--- config.mk ---
export PLATFORM = sky130hd
export DESIGN_NAME = cooked_line_input_buffer
export DESIGN_NICKNAME = d
export VERILOG_FILES = /design/src/design/clib_pkg.sv /design/src/design/cooked_line_input_buffer.sv /design/src/design/clib_store.sv
export VERILOG_INCLUDE_DIRS = /design/src /design/src/design
export SDC_FILE = /design/constraint.sdc
export NUM_CORES = 2
export LEC_CHECK = 0
export BUFFER_PORTS_ARGS = -buffer_cell sky130_fd_sc_hd__buf_4
export CAP_MARGIN = 20
export CORE_MARGIN = 2
export CORE_UTILIZATION = 30
export CTS_CLUSTER_DIAMETER = 30
export DETAILED_ROUTE_END_ITERATION = 6
export SYNTH_ARGS = -nofsm -noshare
export SYNTH_HDL_FRONTEND = slang
export SYNTH_SLANG_ARGS = --single-unit
--- constraint.sdc ---
create_clock -name clock -period 34.1 [get_ports clock]
set_input_delay 3.41 -clock clock [delete_from_list [all_inputs] [get_ports clock]]
set_output_delay 3.41 -clock clock [all_outputs]
set_load 0.02 [all_outputs]
--- src/design/assert_macros.svh ---
// Assertion macros used by the cooked line input buffer.
`ifndef ASSERT_MACROS_SVH
`define ASSERT_MACROS_SVH

// Checked on every rising edge outside reset.
`define AST_CHECK(lbl, clk, rst, prop, msg) \
   lbl: assert property (@(posedge clk) disable iff (rst) prop) else $error(msg);

// Checked on every rising edge, reset included.
`define AST_ALWAYS(lbl, clk, prop, msg) \
   lbl: assert property (@(posedge clk) prop) else $error(msg);

`endif

--- src/design/clib_pkg.sv ---
// Shared constants, types and ring helpers for the cooked line input buffer.
package clib_pkg;

   localparam int DEPTH = 256;
   localparam int PTR_W = $clog2(DEPTH);

   localparam logic [7:0] CH_RET  = 8'd13;
   localparam logic [7:0] CH_NL   = 8'd10;
   localparam logic [7:0] CH_BS   = 8'd8;
   localparam logic [7:0] CH_BEL  = 8'd7;
   localparam logic [7:0] KEY_MAX = 8'd127;

   typedef enum logic [1:0] {
      OP_KEY  = 2'd0,
      OP_RAW  = 2'd1,
      OP_TAKE = 2'd2,
      OP_NONE = 2'd3
   } op_type;

   typedef enum logic [2:0] {
      STAT_OK      = 3'd0,
      STAT_FULL    = 3'd1,
      STAT_REFUSED = 3'd2,
      STAT_BLOCK   = 3'd3,
      STAT_EMPTY   = 3'd4
   } status_type;

   typedef struct packed {
      logic             en;
      logic [PTR_W-1:0] addr;
      logic [7:0]       data;
   } wr_req_type;

   function automatic logic [PTR_W-1:0] next_pos(input logic [PTR_W-1:0] p);
      if (p == PTR_W'(DEPTH - 1)) return '0;
      else return p + PTR_W'(1);
   endfunction

   function automatic logic [PTR_W-1:0] prev_pos(input logic [PTR_W-1:0] p);
      if (p == '0) return PTR_W'(DEPTH - 1);
      else return p - PTR_W'(1);
   endfunction

   function automatic logic [7:0] sat8(input logic [PTR_W-1:0] c);
      logic [PTR_W+7:0] wide;
      wide = {8'b0, c};
      if (wide > (PTR_W + 8)'(255)) return 8'hFF;
      else return wide[7:0];
   endfunction

endpackage

--- src/design/cooked_line_input_buffer.sv ---
// Cooked line input buffer: a keyboard ring buffer of DEPTH-1 characters with a
// terminal line discipline. Each request is a key put (optionally ctrl-masked,
// backspace erases the last character in cooked mode), a raw put, a take or a
// no-op; every request yields exactly one response carrying the delivered
// character, a status code and the number of line ends still stored. Characters
// live in a single-port-read synchronous RAM: an accepted request reads the
// entry it needs (the slot below the write pointer, or the read slot) and
// then, in the execute state, the block decides, writes back and loads the
// response register. It takes no new request before the current one leaves
// the execute state; the response register lets a new request in while the
// previous response waits, and the block only holds in its execute state if
// that earlier response has not been taken. The RAM needs no clearing after
// reset: only written entries are ever used. csr_wr_en/csr_wr_data set cooked
// mode (reset value 1) and are meant to be used only while the block is idle.
`include "assert_macros.svh"

module cooked_line_input_buffer (
   input  logic       clock,
   input  logic       reset,

   input  logic       csr_wr_en,
   input  logic       csr_wr_data,

   input  logic       req_valid,
   output logic       req_ready,
   input  logic [1:0] req_op,
   input  logic [7:0] req_char_in,
   input  logic       req_ctrl_held,

   output logic       rsp_valid,
   input  logic       rsp_ready,
   output logic [7:0] rsp_char_out,
   output logic       rsp_delivered,
   output logic [2:0] rsp_status,
   output logic       rsp_line_end,
   output logic [7:0] rsp_lines_pending
);

   localparam int PW = clib_pkg::PTR_W;

   typedef enum logic {
      ST_IDLE,
      ST_EXEC
   } state_type;

   state_type              state_ff, state_in;
   logic                   cooked_ff;
   logic [PW-1:0]          wp_ff, wp_in;
   logic [PW-1:0]          rp_ff, rp_in;
   logic [PW-1:0]          lc_ff, lc_in;

   // request captured for the execute cycle
   clib_pkg::op_type       op_ff;
   logic [7:0]             char_ff;
   logic                   ctrl_ff;

   // response register
   logic                   rsp_valid_ff;
   logic [7:0]             rsp_char_ff, rsp_char_in;
   logic                   rsp_dlv_ff, rsp_dlv_in;
   clib_pkg::status_type   rsp_stat_ff, rsp_stat_in;
   logic                   rsp_lend_ff, rsp_lend_in;
   logic [7:0]             rsp_lines_ff;

   // RAM interface
   clib_pkg::wr_req_type   wr_req;
   logic                   rd_en;
   logic [PW-1:0]          rd_addr;
   logic [7:0]             rd_data;

   logic                   accept;
   logic                   finish;
   logic                   empty;
   logic                   full;
   logic                   do_put;
   logic [7:0]             put_char;
   logic [PW-1:0]          occupancy;

   clib_store u_store (
      .clock   (clock),
      .wr_req  (wr_req),
      .rd_en   (rd_en),
      .rd_addr (rd_addr),
      .rd_data (rd_data)
   );

   assign req_ready = (state_ff == ST_IDLE);
   assign accept    = req_valid && req_ready;
   // execute only once the previous response has gone
   assign finish    = (state_ff == ST_EXEC) && (!rsp_valid_ff || rsp_ready);

   // fetch the slot the request may need
   assign rd_en   = accept;
   assign rd_addr = (clib_pkg::op_type'(req_op) == clib_pkg::OP_TAKE) ?
                    rp_ff : clib_pkg::prev_pos(wp_ff);

   assign empty = (wp_ff == rp_ff);
   assign full  = (clib_pkg::next_pos(wp_ff) == rp_ff);

   assign put_char = (op_ff == clib_pkg::OP_KEY && ctrl_ff) ?
                     {3'b000, char_ff[4:0]} : char_ff;

   assign occupancy = (wp_ff >= rp_ff) ? (wp_ff - rp_ff) :
                      PW'(clib_pkg::DEPTH - 1) - (rp_ff - wp_ff) + PW'(1);

   always_comb begin
      wp_in       = wp_ff;
      rp_in       = rp_ff;
      lc_in       = lc_ff;
      rsp_char_in = 8'h00;
      rsp_dlv_in  = 1'b0;
      rsp_stat_in = clib_pkg::STAT_OK;
      rsp_lend_in = 1'b0;
      do_put      = 1'b0;
      wr_req      = '0;

      case (op_ff)
         clib_pkg::OP_KEY: begin
            // keys above 127 are ignored
            if (char_ff <= clib_pkg::KEY_MAX) begin
               if (char_ff == clib_pkg::CH_BS && cooked_ff) begin
                  if (empty || rd_data == clib_pkg::CH_RET) begin
                     rsp_stat_in = clib_pkg::STAT_REFUSED;
                  end else begin
                     if (rd_data == clib_pkg::CH_NL && lc_ff != '0) begin
                        lc_in = lc_ff - PW'(1);
                     end
                     wp_in = clib_pkg::prev_pos(wp_ff);
                  end
               end else begin
                  do_put = 1'b1;
               end
            end
         end
         clib_pkg::OP_RAW: begin
            do_put = 1'b1;
         end
         clib_pkg::OP_TAKE: begin
            if (cooked_ff && lc_ff == '0) begin
               rsp_stat_in = clib_pkg::STAT_BLOCK;
            end else if (empty) begin
               rsp_stat_in = clib_pkg::STAT_EMPTY;
            end else begin
               rp_in = clib_pkg::next_pos(rp_ff);
               // bell is consumed silently
               if (rd_data != clib_pkg::CH_BEL) begin
                  rsp_dlv_in  = 1'b1;
                  rsp_char_in = rd_data;
                  if (rd_data == clib_pkg::CH_RET || rd_data == clib_pkg::CH_NL) begin
                     rsp_lend_in = 1'b1;
                     rsp_char_in = clib_pkg::CH_NL;
                     if (lc_ff != '0) begin
                        lc_in = lc_ff - PW'(1);
                     end
                  end
               end
            end
         end
         default: begin
         end
      endcase

      if (do_put) begin
         if (full) begin
            rsp_stat_in = clib_pkg::STAT_FULL;
         end else begin
            wr_req.en   = finish;
            wr_req.addr = wp_ff;
            wr_req.data = put_char;
            wp_in       = clib_pkg::next_pos(wp_ff);
            if (put_char == clib_pkg::CH_RET || put_char == clib_pkg::CH_NL) begin
               lc_in = lc_ff + PW'(1);
            end
         end
      end
   end

   always_comb begin
      state_in = state_ff;
      case (state_ff)
         ST_IDLE: if (accept) state_in = ST_EXEC;
         ST_EXEC: if (finish) state_in = ST_IDLE;
         default: state_in = ST_IDLE;
      endcase
   end

   always_ff @(posedge clock) begin
      if (reset) begin
         state_ff     <= ST_IDLE;
         cooked_ff    <= 1'b1;
         wp_ff        <= '0;
         rp_ff        <= '0;
         lc_ff        <= '0;
         rsp_valid_ff <= 1'b0;
      end else begin
         state_ff <= state_in;
         if (csr_wr_en) begin
            cooked_ff <= csr_wr_data;
         end
         if (accept) begin
            op_ff   <= clib_pkg::op_type'(req_op);
            char_ff <= req_char_in;
            ctrl_ff <= req_ctrl_held;
         end
         if (finish) begin
            wp_ff        <= wp_in;
            rp_ff        <= rp_in;
            lc_ff        <= lc_in;
            rsp_valid_ff <= 1'b1;
            rsp_char_ff  <= rsp_char_in;
            rsp_dlv_ff   <= rsp_dlv_in;
            rsp_stat_ff  <= rsp_stat_in;
            rsp_lend_ff  <= rsp_lend_in;
            rsp_lines_ff <= clib_pkg::sat8(lc_in);
         end else if (rsp_ready) begin
            rsp_valid_ff <= 1'b0;
         end
      end
   end

   assign rsp_valid         = rsp_valid_ff;
   assign rsp_char_out      = rsp_char_ff;
   assign rsp_delivered     = rsp_dlv_ff;
   assign rsp_status        = 3'(rsp_stat_ff);
   assign rsp_line_end      = rsp_lend_ff;
   assign rsp_lines_pending = rsp_lines_ff;

   `AST_CHECK(a_lines_fit, clock, reset, lc_ff <= occupancy, "line count exceeds stored characters")
   `AST_CHECK(a_dlv_ok, clock, reset, rsp_valid_ff && rsp_dlv_ff |-> rsp_stat_ff == clib_pkg::STAT_OK, "delivered with error status")
   `AST_CHECK(a_lend_nl, clock, reset, rsp_valid_ff && rsp_lend_ff |-> rsp_dlv_ff && rsp_char_ff == clib_pkg::CH_NL, "line end not delivered as newline")
   `AST_ALWAYS(a_wr_exec, clock, wr_req.en |-> state_ff == ST_EXEC && !reset, "store written outside execute")

endmodule

--- src/design/clib_store.sv ---
// Character store: one write port, one read port with registered read data.
module clib_store (
   input  logic                         clock,
   input  clib_pkg::wr_req_type         wr_req,
   input  logic                         rd_en,
   input  logic [clib_pkg::PTR_W-1:0]   rd_addr,
   output logic [7:0]                   rd_data
);

   logic [7:0] store_ff [clib_pkg::DEPTH];
   logic [7:0] rd_data_ff;

   always_ff @(posedge clock) begin
      if (wr_req.en) begin
         store_ff[wr_req.addr] <= wr_req.data;
      end
   end

   // data holds until the next read
   always_ff @(posedge clock) begin
      if (rd_en) begin
         rd_data_ff <= store_ff[rd_addr];
      end
   end

   assign rd_data = rd_data_ff;

endmodule

==> impl_metrics.yaml <==
sta:
  fin_skew_ns: 0.0789
  post-route-period-util_pct: 26.8
  max_slew.worst_pin.slew_ns: 1.22
  slew_violations: 0
  timing.fmax_mhz: 110
  rsz0062_at_grt: "no"
  setup_viol: 0
  finalHoldViolations: 0
  timing.slew.headroom_pct: 18.0
  fin_tns_setup_ns: 0
  finalCriticalPeriod_ns: 9.13
clocking:
  clock-sinks: 2115
  path_clk_slew_ns: 0.05
  clock_latency_ns: 0.96
  cts_resized: 0
  cts_made_buffers: 396
  cts_tree: "built"
  htree_levels: 5
  clock-root-buffer: "clkbuf_16"
  cts_hold_buf: 0
  cts_setup_buffers: 0
  cts.path.max_buffers: 4
drt:
  remaining_drc_errors: 1
  antenna_left: 0
  drt_iter0_drc: 6555
  wire_per_inst_um: 24.3
  num_vias: 53500
  finalWirelength_um: 248000
  via_per_inst: 5.24
  firstDrtPassIters: 7
logic_synthesis:
  yosys-top-cells-count: "2088 x edfxtp_1, 1252 x nand2_1, 385 x a21oi_1"
  ys_ff_latch: 2115
  yosysMostFrequentCell: "edfxtp_1"
  synthFlopType: "edfxtp_1"
  yosys_warnings: 0
  yosys.area.top_type_share_pct: 73.9
  syn_area_per_cell_um2: 14.2
  synth_nets: 6006
  synthCells: 5983
  synth_area_leaders: "edfxtp_1 74%, nand2_1 5.5%, mux2i_1 3.3%"
  netlist_area_mm2: 0.0848
  synth_edf_count: 2088
  synthArstFlopShare_pct: 0
  yosysTopAreaCell: "edfxtp_1"
  ys_types: 77
  synth_seq_area_share_pct: 74.6
grt:
  grt_usage_pct: 16.8
  grt_pass1_wl_um: 359000
  grt_overflow: 0
  grt_max_degree: 225
  grt_pass1_vias: 51600
  antenna_found_initial: 6
job:
  maxCapViolCount: 0
pwr:
  comb_power_share_pct: 5.7
  p_sw_uw: 1640
  p_int_uw: 5570
  cellPowerDensity_mw_per_mm2: 70.2
  switching_share_pct: 22.8
  leakage_uw: 0.0338
  seqPwrFrac_pct: 39.8
  irDropWorstVdd_mv: 0.0505
  p_clk_share_pct: 54.5
floorplanning:
  die_x_um: 536
  initial_core_util_pct: 30.1
  io_pins: 40
  die_y_um: 536
  dieArea_mm2: 0.287
  rows: 195
  coreArea_mm2: 0.282
layout:
  area_growth_pct: 21.1
  final_nets: 6159
  final_cells: 10200
  final_layout_size_suffix_gt1_share_pct: 14.7
  diodes: 0
  fill_cells: 26200
outcome:
  status: "finished, violations left"
  violations: "design-rule violations"
setup_path:
  rr_endpoint: "u_store.rd_data[4]"
  end_kind: "register"
  crit_path_max_fanout: 119
  reg2reg_slack_ns: 26.46
  crit_type: "primary input to register"
  worstRegToRegCells: 15
  crit_start: "req_op[0]"
  arrival_ns: 9.80
  required_ns: 34.77
  start_kind: "primary input"
  reg2reg_from: "wp_ff[0]"
  endpoint: "u_store.rd_data[4]"
min_path:
  hold_depth: 2
  min_path_type: "register to register"
placed_design:
  gp_congestion: 0.842
  dp_hpwl_um: 141000
  io_buffers: 39
  dp.cells: 9478
## per-stage QoR
step	worst slack (ns)	util, %	cell area (um2)	total power [uW]	hold slack (ns)
final	24.97	36.4	103000	7210	0.536
after global routing	24.73	36.4	103000	7380	0.563
after CTS	25.21	36.4	103000	7230	0.542
after detailed placement	24.22	31.6	89100	3320	0.531
after global placement	24.28	31.6	89000	3320	0.491
after floorplan	20.69	-	84800	3160	0.502
## placed cells by master, fill, tap and decap left out, types with 54 or more instances in the layout
master and instances:
edfxtp_1 2088, nand2_1 1248, clkbuf_16 404, a21oi_1 385, nor2_1 328, mux2i_1 278, nand3_1 242, o22ai_1 156
buf_4 139, nor4_1 125, nor3_1 118, mux4_2 81, a311oi_1 67, o21ai_0 64, clkinv_2 62, bufinv_16 57
and3_1 54
## worst max-delay path, cell delays in order
cell and delay (ns):
buf_4 0.12, nor2b_1 0.14, buf_4 0.21, nand2b_1 0.39, nand2_8 0.63, buf_4 0.65, buf_12 0.58, buf_4 0.62
buf_4 0.68, mux4_2 0.58, nor2_1 0.12, nor3_1 0.08, nor4_1 0.51, nor2_1 0.23, or4_1 0.51
## flip-flops by register name, indices dropped and copies added (netlist names)
register,count
u_store.store_ff,2048
char_ff,8
lc_ff,8
rp_ff,8
rsp_char_out,8
rsp_lines_pending,8
u_store.rd_data,8
wp_ff,8
rsp_status,3
op_ff,2
cooked_ff,1
ctrl_ff,1
rsp_delivered,1
rsp_line_end,1
rsp_valid,1
state_ff,1
## cell type report
class | instances | area, um2 | share of cell area, %
multi-input combinational | 3456 | 19800 | 19.3
timing repair buffer | 154 | 1330 | 1.29
inverter | 13 | 48.8 | 0.0475
tap | 3743 | 4680 | 4.56
clock buffer | 424 | 10200 | 9.92
sequential | 2115 | 63200 | 61.6
clock inverter | 294 | 3330 | 3.25
## kinds of logic after synthesis
kind of cell,share of synthesized area (%)
and+or+nand+nor,11.3
DFF,74.6
AOI/OAI and AO/OA,5.98
buffers and inverters,2.28
muxes,5.45
xor gates and xnor gates,0.277
adders and majority gates,0.0885
## routing by layer
layer | track usage, % | wire length [um]
met1 | 22.7 | 100000
met2 | 26.2 | 114000
met3 | 3.82 | 24900
met4 | 6.32 | 8640
met5 | 0 | 54
## how the worst min path moves through the flow
stage / to / slack [ns] / from
finish: rsp_valid / 0.54 / rsp_valid
global placement: rsp_valid / 0.49 / state_ff
CTS: state_ff / 0.54 / state_ff
global route: rsp_valid / 0.56 / rsp_valid
floorplan: state_ff / 0.50 / state_ff
detailed placement: state_ff / 0.53 / state_ff
## power groups by stage
stage	Sequential (uW)	Clock, uW	Combinational [uW]
finish	2870	3930	412
floorplan	2920	0	236
detailed placement	2920	0	404
CTS	2870	3960	406
global placement	2920	0	400
global route	2870	4080	430
(Power assumes the default switching activity.)
